$ cat src/sv/rebf_pkg.sv
// ----------------------------------------------------------------------------
// rebf_pkg
// Shared types, constants and helpers of the root election node: link table
// entry, configuration bundle, sequencer states and saturating add.
// ----------------------------------------------------------------------------
`default_nettype none

package rebf_pkg;

  // number of links and derived widths
  localparam int LINKS        = 4;
  localparam int LINK_AW      = (LINKS > 1) ? $clog2(LINKS) : 1;
  localparam int NUM_COSTS    = 4;
  localparam int COST_AW      = 2;
  localparam int CFG_IDX_W    = 3;
  localparam int CFG_DATA_W   = 32;

  localparam logic [31:0] MAX_U32 = 32'hFFFF_FFFF;

  // configuration register indexes
  localparam logic [CFG_IDX_W-1:0] REG_NODE_ID     = 3'd0;
  localparam logic [CFG_IDX_W-1:0] REG_LINK_COST_0 = 3'd1;
  localparam logic [CFG_IDX_W-1:0] REG_LINK_COST_1 = 3'd2;
  localparam logic [CFG_IDX_W-1:0] REG_LINK_COST_2 = 3'd3;
  localparam logic [CFG_IDX_W-1:0] REG_LINK_COST_3 = 3'd4;
  localparam logic [CFG_IDX_W-1:0] REG_HELLO       = 3'd5;
  localparam logic [CFG_IDX_W-1:0] REG_ROOT_TMO    = 3'd6;

  // item operation codes
  localparam logic OP_TICK = 1'b0;
  localparam logic OP_ADV  = 1'b1;

  // one link table entry
  typedef struct packed {
    logic [31:0] neighbor;
    logic [31:0] root;
    logic [31:0] cost;
    logic [31:0] deadline;
  } link_entry_t;

  localparam int ENTRY_W = $bits(link_entry_t);

  // configuration bundle
  typedef struct packed {
    logic [31:0]                node_id;
    logic [NUM_COSTS-1:0][15:0] link_cost;
    logic [15:0]                hello_interval;
    logic [19:0]                self_lifetime;
  } cfg_t;

  // control of the relaxation unit
  typedef struct packed {
    logic init;
    logic step;
  } relax_ctl_t;

  // sequencer states
  typedef enum logic [2:0] {
    ST_IDLE,
    ST_ADV_RD,
    ST_ADV_WR,
    ST_SCAN,
    ST_DRAIN,
    ST_FINISH
  } state_t;

  // unsigned add that sticks at all ones
  function automatic logic [31:0] sat_add(input logic [31:0] a, input logic [31:0] b);
    logic [32:0] s;
    s = {1'b0, a} + {1'b0, b};
    return s[32] ? MAX_U32 : s[31:0];
  endfunction

endpackage

`default_nettype wire

$ cat src/sv/rebf_ram.sv
// ----------------------------------------------------------------------------
// rebf_ram
// Generic single-write, single-read synchronous RAM with registered read.
// ----------------------------------------------------------------------------
`default_nettype none

module rebf_ram #(
  parameter int WIDTH = 32,
  parameter int DEPTH = 4
) (
  input  wire logic                                     clk,
  input  wire logic                                     we,
  input  wire logic [((DEPTH > 1) ? $clog2(DEPTH) : 1)-1:0] waddr,
  input  wire logic [WIDTH-1:0]                         wdata,
  input  wire logic [((DEPTH > 1) ? $clog2(DEPTH) : 1)-1:0] raddr,
  output logic      [WIDTH-1:0]                         rdata
);

  logic [WIDTH-1:0] mem [DEPTH];

  // write port and registered read port
  always_ff @(posedge clk) begin
    if (we) begin
      mem[waddr] <= wdata;
    end
    rdata <= mem[raddr];
  end

endmodule

`default_nettype wire

$ cat src/sv/rebf_cfg.sv
// ----------------------------------------------------------------------------
// rebf_cfg
// Configuration register file: node id, per-link costs, hello period and
// root lifetime. Writes to unknown indexes are dropped.
// ----------------------------------------------------------------------------
`default_nettype none

module rebf_cfg (
  input  wire logic                               clk,
  input  wire logic                               rst,
  input  wire logic                               cfg_wr_en,
  input  wire logic [rebf_pkg::CFG_IDX_W-1:0]     cfg_index,
  input  wire logic [rebf_pkg::CFG_DATA_W-1:0]    cfg_data,
  output rebf_pkg::cfg_t                          cfg
);

  import rebf_pkg::*;

  // register writes
  always_ff @(posedge clk) begin
    if (rst) begin
      cfg.node_id        <= '0;
      for (int i = 0; i < NUM_COSTS; i++) begin
        cfg.link_cost[i] <= 16'd1;
      end
      cfg.hello_interval <= 16'd2000;
      cfg.self_lifetime  <= 20'd10000;
    end else if (cfg_wr_en) begin
      case (cfg_index)
        REG_NODE_ID:     cfg.node_id        <= cfg_data;
        REG_LINK_COST_0: cfg.link_cost[0]   <= cfg_data[15:0];
        REG_LINK_COST_1: cfg.link_cost[1]   <= cfg_data[15:0];
        REG_LINK_COST_2: cfg.link_cost[2]   <= cfg_data[15:0];
        REG_LINK_COST_3: cfg.link_cost[3]   <= cfg_data[15:0];
        REG_HELLO:       cfg.hello_interval <= cfg_data[15:0];
        REG_ROOT_TMO:    cfg.self_lifetime  <= cfg_data[19:0];
        default: ;
      endcase
    end
  end

endmodule

`default_nettype wire

$ cat src/sv/rebf_relax.sv
// ----------------------------------------------------------------------------
// rebf_relax
// Running best-view accumulator: starts from the node itself and folds in
// one link table entry per step (root, then cost, then neighbor id).
// ----------------------------------------------------------------------------
`default_nettype none

module rebf_relax (
  input  wire logic                   clk,
  input  wire rebf_pkg::relax_ctl_t   ctl,
  input  wire logic [31:0]            node_id,
  input  wire logic [31:0]            time_now,
  input  wire logic                   heard,
  input  wire logic [15:0]            link_cost,
  input  wire rebf_pkg::link_entry_t  entry,
  output logic [31:0]                 best_root,
  output logic [31:0]                 best_cost,
  output logic [31:0]                 best_neighbor,
  output logic [31:0]                 best_deadline,
  output logic                        best_self
);

  import rebf_pkg::*;

  logic [31:0] path_cost;
  logic        live;
  logic        better;

  // candidate path cost and ordering test
  always_comb begin
    path_cost = sat_add(entry.cost, {16'd0, link_cost});
    live      = heard && (time_now < entry.deadline);
    better    = (entry.root < best_root) ||
                ((entry.root == best_root) && (path_cost < best_cost)) ||
                ((entry.root == best_root) && (path_cost == best_cost) &&
                 !best_self && (entry.neighbor < best_neighbor));
  end

  // accumulator registers
  always_ff @(posedge clk) begin
    if (ctl.init) begin
      best_root     <= node_id;
      best_cost     <= '0;
      best_neighbor <= '0;
      best_deadline <= '0;
      best_self     <= 1'b1;
    end else if (ctl.step && live && better) begin
      best_root     <= entry.root;
      best_cost     <= path_cost;
      best_neighbor <= entry.neighbor;
      best_deadline <= entry.deadline;
      best_self     <= 1'b0;
    end
  end

endmodule

`default_nettype wire

$ cat src/sv/root_election_bellman_ford_node.sv
// ----------------------------------------------------------------------------
// root_election_bellman_ford_node
// One node of a distance-vector root election. Stores advertisements per link
// in a small table RAM, rescans the table after every beat and reports a
// changed view or a keepalive.
// ----------------------------------------------------------------------------
// Sequence: a tick or an ignored advertisement goes straight to the table scan,
//   a stored advertisement first reads then writes its entry (ADV_RD, ADV_WR);
//   the scan (SCAN, DRAIN) ends in FINISH, which registers done. A new item is
//   taken only when idle; the scan uses the single RAM read port, one link a cycle.
// Reset: synchronous; clears time, view, hello deadline and heard bits.
// The receiver cannot stall: done is a one-cycle strobe.
`default_nettype none

module root_election_bellman_ford_node (
  input  wire logic                            clk,
  input  wire logic                            rst,
  // configuration
  input  wire logic                            cfg_wr_en,
  input  wire logic [rebf_pkg::CFG_IDX_W-1:0]  cfg_index,
  input  wire logic [rebf_pkg::CFG_DATA_W-1:0] cfg_data,
  // command
  input  wire logic                            start,
  output logic                                 busy,
  input  wire logic                            operation,
  input  wire logic [7:0]                      link_index,
  input  wire logic [31:0]                     neighbor_id,
  input  wire logic [31:0]                     neighbor_root,
  input  wire logic [31:0]                     neighbor_cost,
  input  wire logic [31:0]                     neighbor_life,
  // result
  output logic                                 done,
  output logic                                 view_changed,
  output logic [31:0]                          current_root,
  output logic [31:0]                          current_cost,
  output logic                                 is_self_root,
  output logic [31:0]                          parent_id,
  output logic [31:0]                          advertised_lifetime
);

  import rebf_pkg::*;

  state_t state, state_next;

  cfg_t cfg;

  // captured item
  logic               item_op;
  logic [7:0]         item_link;
  logic [31:0]        item_nid;
  logic [31:0]        item_root;
  logic [31:0]        item_cost;
  logic [31:0]        item_life;

  // node state
  logic [31:0]        time_now;
  logic [31:0]        best_root;
  logic [31:0]        best_cost;
  logic [31:0]        hello_due;
  logic [LINKS-1:0]   heard;

  // scan control
  logic [LINK_AW-1:0] scan_idx;
  logic               cmp_v;
  logic [LINK_AW-1:0] cmp_idx;
  logic               scan_last;

  // table RAM
  logic               ram_we;
  logic [LINK_AW-1:0] ram_raddr;
  link_entry_t        ram_wdata;
  link_entry_t        ram_rdata;
  logic [LINK_AW-1:0] adv_idx;
  logic               adv_store;
  logic [31:0]        adv_cand;

  // relaxation unit
  relax_ctl_t         relax_ctl;
  logic [31:0]        rx_root;
  logic [31:0]        rx_cost;
  logic [31:0]        rx_neighbor;
  logic [31:0]        rx_deadline;
  logic               rx_self;

  // finish decision
  logic               changed;
  logic               send;
  logic [31:0]        life;

  logic               accept;

  assign accept    = start && !busy;
  assign busy      = (state != ST_IDLE);
  assign adv_idx   = item_link[LINK_AW-1:0];
  assign adv_store = (item_op == OP_ADV) && (item_link < 8'(LINKS));
  assign scan_last = (scan_idx == LINK_AW'(LINKS - 1));

  rebf_cfg u_cfg (
    .clk       (clk),
    .rst       (rst),
    .cfg_wr_en (cfg_wr_en),
    .cfg_index (cfg_index),
    .cfg_data  (cfg_data),
    .cfg       (cfg)
  );

  rebf_ram #(
    .WIDTH (ENTRY_W),
    .DEPTH (LINKS)
  ) u_table (
    .clk   (clk),
    .we    (ram_we),
    .waddr (adv_idx),
    .wdata (ram_wdata),
    .raddr (ram_raddr),
    .rdata (ram_rdata)
  );

  rebf_relax u_relax (
    .clk           (clk),
    .ctl           (relax_ctl),
    .node_id       (cfg.node_id),
    .time_now      (time_now),
    .heard         (heard[cmp_idx]),
    .link_cost     (cfg.link_cost[COST_AW'(cmp_idx)]),
    .entry         (ram_rdata),
    .best_root     (rx_root),
    .best_cost     (rx_cost),
    .best_neighbor (rx_neighbor),
    .best_deadline (rx_deadline),
    .best_self     (rx_self)
  );

  // next state
  always_comb begin
    state_next = state;
    case (state)
      ST_IDLE: begin
        if (accept) begin
          if ((operation == OP_ADV) && (link_index < 8'(LINKS))) begin
            state_next = ST_ADV_RD;
          end else begin
            state_next = ST_SCAN;
          end
        end
      end
      ST_ADV_RD: state_next = ST_ADV_WR;
      ST_ADV_WR: state_next = ST_SCAN;
      ST_SCAN:   state_next = scan_last ? ST_DRAIN : ST_SCAN;
      ST_DRAIN:  state_next = ST_FINISH;
      ST_FINISH: state_next = ST_IDLE;
      default:   state_next = ST_IDLE;
    endcase
  end

  // sequencer outputs
  always_comb begin
    ram_raddr      = scan_idx;
    ram_we         = 1'b0;
    relax_ctl.init = 1'b0;
    relax_ctl.step = cmp_v;
    case (state)
      ST_ADV_RD: ram_raddr = adv_idx;
      ST_ADV_WR: ram_we = adv_store;
      ST_SCAN:   relax_ctl.init = (scan_idx == '0);
      default: ;
    endcase
  end

  // merged advertisement entry, deadline only moves later on same root
  always_comb begin
    adv_cand            = sat_add(time_now, item_life);
    ram_wdata.neighbor  = item_nid;
    ram_wdata.root      = item_root;
    ram_wdata.cost      = item_cost;
    ram_wdata.deadline  = adv_cand;
    if (heard[adv_idx] && (ram_rdata.root == item_root) &&
        (ram_rdata.deadline > adv_cand)) begin
      ram_wdata.deadline = ram_rdata.deadline;
    end
  end

  // report decision
  always_comb begin
    changed = (rx_root != best_root) || (rx_cost != best_cost);
    send    = changed || (time_now >= hello_due);
    if (rx_self) begin
      life = {12'd0, cfg.self_lifetime};
    end else if (rx_deadline > time_now) begin
      life = rx_deadline - time_now;
    end else begin
      life = '0;
    end
  end

  // control registers
  always_ff @(posedge clk) begin
    if (rst) begin
      state     <= ST_IDLE;
      time_now  <= '0;
      best_root <= '0;
      best_cost <= '0;
      hello_due <= '0;
      heard     <= '0;
      scan_idx  <= '0;
      cmp_v     <= 1'b0;
      done      <= 1'b0;
    end else begin
      state <= state_next;
      done  <= (state == ST_FINISH) && send;
      cmp_v <= (state == ST_SCAN);
      // millisecond tick advances time, sticking at all ones
      if (accept && (operation == OP_TICK) && (time_now != MAX_U32)) begin
        time_now <= time_now + 32'd1;
      end
      if (ram_we) begin
        heard[adv_idx] <= 1'b1;
      end
      // table scan index
      if (state == ST_SCAN) begin
        scan_idx <= scan_last ? '0 : scan_idx + LINK_AW'(1);
      end
      // commit view and restart the hello timer on a send
      if (state == ST_FINISH) begin
        best_root <= rx_root;
        best_cost <= rx_cost;
        if (send) begin
          hello_due <= sat_add(time_now, {16'd0, cfg.hello_interval});
        end
      end
    end
  end

  // item capture and compare index
  always_ff @(posedge clk) begin
    if (accept) begin
      item_op   <= operation;
      item_link <= link_index;
      item_nid  <= neighbor_id;
      item_root <= neighbor_root;
      item_cost <= neighbor_cost;
      item_life <= neighbor_life;
    end
    cmp_idx <= scan_idx;
  end

  // result beat
  always_ff @(posedge clk) begin
    if ((state == ST_FINISH) && send) begin
      view_changed        <= changed;
      current_root        <= rx_root;
      current_cost        <= rx_cost;
      is_self_root        <= rx_self;
      parent_id           <= rx_self ? 32'd0 : rx_neighbor;
      advertised_lifetime <= life;
    end
  end

  // checks
  a_done_after_finish: assert property (@(posedge clk) disable iff (rst)
    done |-> $past(state == ST_FINISH))
    else $error("result strobe without a finished scan");

  a_accept_goes_busy: assert property (@(posedge clk) disable iff (rst)
    (start && !busy) |=> busy)
    else $error("accepted beat did not start the sequencer");

  a_self_no_parent: assert property (@(posedge clk) disable iff (rst)
    (done && is_self_root) |-> (parent_id == 32'd0))
    else $error("self root reported with a parent id");

  a_write_after_read: assert property (@(posedge clk) disable iff (rst)
    ram_we |-> $past(state == ST_ADV_RD))
    else $error("table write without a preceding entry read");

endmodule

`default_nettype wire
$ cat config.mk
export PLATFORM = sky130hd
export DESIGN_NAME = root_election_bellman_ford_node
export DESIGN_NICKNAME = d
export VERILOG_FILES = /design/src/sv/rebf_pkg.sv /design/src/sv/rebf_ram.sv /design/src/sv/rebf_cfg.sv /design/src/sv/rebf_relax.sv /design/src/sv/root_election_bellman_ford_node.sv
export SDC_FILE = /design/constraint.sdc
export NUM_CORES = 2
export LEC_CHECK = 0
export BUFFER_PORTS_ARGS = -buffer_cell sky130_fd_sc_hd__buf_2
export CAP_MARGIN = 25
export CORE_MARGIN = 4
export CORE_UTILIZATION = 38
export DETAILED_ROUTE_END_ITERATION = 10
export PLACE_DENSITY_LB_ADDON = 0.1
export SLEW_MARGIN = 20
export SYNTH_ARGS = -nofsm -noshare
export SYNTH_HDL_FRONTEND = slang
export SYNTH_SLANG_ARGS = --single-unit
export TNS_END_PERCENT = 20
$ cat constraint.sdc
create_clock -name clk -period 9.72 [get_ports clk]
set_clock_uncertainty 0.1 [all_clocks]
set_input_delay 0.486 -clock clk [delete_from_list [all_inputs] [get_ports clk]]
set_output_delay 0.486 -clock clk [all_outputs]
set_load 0.02 [all_outputs]
==> flow_summary.toml <==
[drt]
post_drt_wl_per_cell_um = 22.9
dr_wl_met2_mm = 72.2
vias_per_cell = 5.24
dr_wl_met3_mm = 7.47
detail_route.wirelength_mm = 161
drcViolationCount = 0
met1_length_mm = 78.9
highest_layer = "met5"
drt_iter0_drc = 2445
first_pass_iters = 6
vias = 36939
postRouteAntennaNets = 0

[sta]
tns_ns = 0
finalWorstPathRequiredPeriod_ns = 7.41
maxSlewViolCount = 0
grt_setup_unrepaired = "false"
fmax_ghz = 0.135
worst_pin_slew_ns = 1.15
finalCritPeriodShare_pct = 76.2
maxSlewHeadroom_pct = 22.5
setup-violations-final = 0
hold_viol = 0

[critical_path]
crit_arrival_ns = 7.72
cp-start-kind = "flip-flop"
r2r_slack_ns = 2.31
required_ns = 10.03
rr_endpoint = "u_relax.best_root[23]$_DFFE_PP_"
worstSetupPathType = "reg2reg"
reg2reg_from = "cmp_idx[1]$_DFF_P_"
cp_max_fo = 32
critPathCaptureType = "flip-flop"
reg2reg_depth = 20
crit_start = "cmp_idx[1]$_DFF_P_"

[final_layout]
reg_top3 = "u_table.mem x512, u_cfg.cfg x132, u_table.rdata x128"
largest_register_ffs = 512
syn_to_final_growth_pct = 18.5
regMostFlops = "u_table.mem"
drive_gt1_share_pct = 15.2
design_area_mm2 = 0.0663
finalNonFillerCells = 7055
nNetsFinal = 5478

[synthesis]
netlist.area_leader.share_pct = 43.5
yosysTopAreaCell = "edfxtp_1"
ys_types = 82
seq_area_frac_synth_pct = 61.4
synthTopCellsByArea = "edfxtp_1, dfxtp_1, ha_1"
syn_inst = 4518
synth_edf_count = 811
synthFlopType = "edfxtp_1"
synth_async_sr_flop_share_pct = 0
ys_ff_latch = 1309
synth_fp_nets = 4987
syn_avg_cell_area_um2 = 12.4
ys_warn_count = 0
netlist_area_mm2 = 0.0559

[clock_tree]
cts_buffers = 147
cts_sinks = 1309
clk-insertion-delay-late_ns = 0.79
clk_pin_slew_ns = 0.06
htreeDepth = 4
clock_path_buffers = 3
cts_resized = 0
cts_tree = "yes"
cts_root_buf = "clkbuf_16"

[status]
status = "finished clean"

[hold_path]
hold_depth = 5
hold_start = "cfg_index[0]"
holdPathEnd = "u_cfg.cfg[32]$_SDFFE_PP0P_"
hold_path_class = "in2reg"

[global_route]
grt_max_degree = 128
antenna_found_initial = 5
grt_pass1_vias = 35937
overflow = 0
grt_pass1_wl_mm = 238
gr-usage-all-layers_pct = 20.8

[place]
gp_congestion = 0.848
placed_area_mm2 = 0.0596
place_hpwl_mm = 110
dp.cells = 6606
io_buffers = 307

[power_and_ir_drop]
ir_worst_vdd_mv = 0.136
powerDensity_mw_per_mm2 = 189
power.leakage_nw = 24.3

[die]
num_io_pins = 308
start_util_pct = 38.3
die_h_um = 392
fp-row-count = 140
die_w_um = 392
coreArea_mm2 = 0.146
dieArea_mm2 = 0.153

[flow_run]
maxCapViolations = 0
-- layout make-up --
type	instances	area (um^2)
fillers	13345	79700
flip-flops and latches	1309	34300
multi-input cells	2798	20000
clock buffers	201	4120
repair buffers	526	3660
well taps	1917	2400
inverters	227	857
clock inverters	74	855
diodes	3	7.51
-- placed cells by master (no fill, tap or decap), types with 26 or more instances in the layout --
| master | count |
|---|---|
| o31ai_1 | 54 |
| mux4_2 | 146 |
| a21oi_1 | 358 |
| clkbuf_16 | 150 |
| o21ai_0 | 132 |
| dlygate4sd3_1 | 170 |
| nand3_1 | 125 |
| a211oi_1 | 35 |
| xor2_1 | 39 |
| buf_2 | 307 |
| xnor2_1 | 172 |
| dfxtp_1 | 497 |
| nand4_1 | 74 |
| a221oi_1 | 30 |
| clkbuf_1 | 34 |
| nand2b_1 | 26 |
| ha_1 | 289 |
| a21o_1 | 79 |
| nor2_1 | 235 |
| nand2_1 | 657 |
| buf_4 | 44 |
| inv_1 | 226 |
| edfxtp_1 | 811 |
| nor3_1 | 35 |
-- repair_timing --
action,in CTS,in global routing
setup buffers,0,0
endpoints found under the hold margin,269,0
hold buffers,170,0
-- routing by layer --
metal | track usage, % | vias to the layer above
met4 | 4.76 | 4
met5 | 0 | -
met2 | 32.0 | 822
met1 | 31.0 | 18427
met3 | 3.03 | 176
li1 | - | 17510
-- stage by stage --
stage | power (mW) | hold WS, ns | worst slack (ns) | util [%]
global route | 13.0 | 0.169 | 1.74 | 45.4
detailed placement | 6.95 | 0.303 | 2.29 | 40.8
floorplan | 6.66 | 0.268 | 2.02 | -
CTS | 12.7 | 0.0921 | 2.27 | 45.4
global placement | 6.94 | 0.298 | 2.52 | 40.8
finish | 12.5 | 0.166 | 2.31 | 45.4
-- worst max-delay path by stage --
stage	endpoint	slack [ns]	cells after the start
2_1_floorplan	u_table.mem[0][0]$_DFFE_PP_	2.02	6
3_3_place_gp	u_relax.best_root[23]$_DFFE_PP_	2.52	20
3_5_place_dp	u_relax.best_root[22]$_DFFE_PP_	2.29	20
4_1_cts	u_relax.best_root[27]$_DFFE_PP_	2.27	20
5_1_grt	u_relax.best_root[1]$_DFFE_PP_	1.74	20
6_report	u_relax.best_root[23]$_DFFE_PP_	2.31	20
-- cell families (layout without fill, tap and decap cells) --
group,after synthesis,after routing,synth area share [%]
mux,165,165,6.24
xor+xnor,211,211,3.30
fa+ha+maj,293,293,6.61
flops,1309,1309,61.4
compound gates,829,829,9.14
buf+inv,411,1028,2.97
other cells,0,3,0
simple gates,1300,1300,10.4
-- where the power goes --
group          internal [mW]  total, mW  switching [mW]  leakage, nW
Combinational          0.329      0.749           0.420         10.4
Clock                   3.28       5.63            2.35         2.42
Sequential              6.00       6.13           0.126         11.4
-- synth_stat cells (5+ instances only) --
cell type and instances:
nand4_1 74, dfxtp_1 498, buf_2 34, buf_6 6
inv_1 227, or3_1 15, nor2_1 237, and2_1 7
or2_2 8, a21boi_0 5, a221oi_1 30, a211oi_1 35
a41oi_1 6, nor3b_1 7, and4_1 10, nand2b_1 26
o31ai_1 54, nand3_1 126, ha_1 289, mux2_2 11
nor2b_1 23, and3_1 21, o211ai_1 17, a21o_1 79
o21ai_0 133, mux4_2 146, o21bai_1 12, o21a_1 8
mux2i_1 8, nor4_1 19, xnor2_1 172, nand2_1 658
buf_1 8, nor3_1 36, buf_4 5, a31oi_1 18
clkbuf_1 130, xor2_1 39, nand3b_1 17, o21ai_1 14
edfxtp_1 811, a21oi_1 360, a31o_2 7
-- critical path, cell delays in order, from the launching register on --
cell and delay [ns]:
dfxtp_1 0.95, mux4_2 0.45, ha_1 0.25, fa_1 0.41, a21o_1 0.22, a311oi_1 0.45
o21ba_2 0.19, o21ai_1 0.16, nand2_1 0.72, nand2_1 0.10, mux2_2 0.31, ha_1 0.29
and4_1 0.22, nand4_1 0.11, nor3_1 0.30, nand2_1 0.09, nor3_1 0.24, o221ai_1 0.27
a21o_1 0.54, nand2_1 0.17, buf_4 0.45
(Power assumes the default switching activity.)
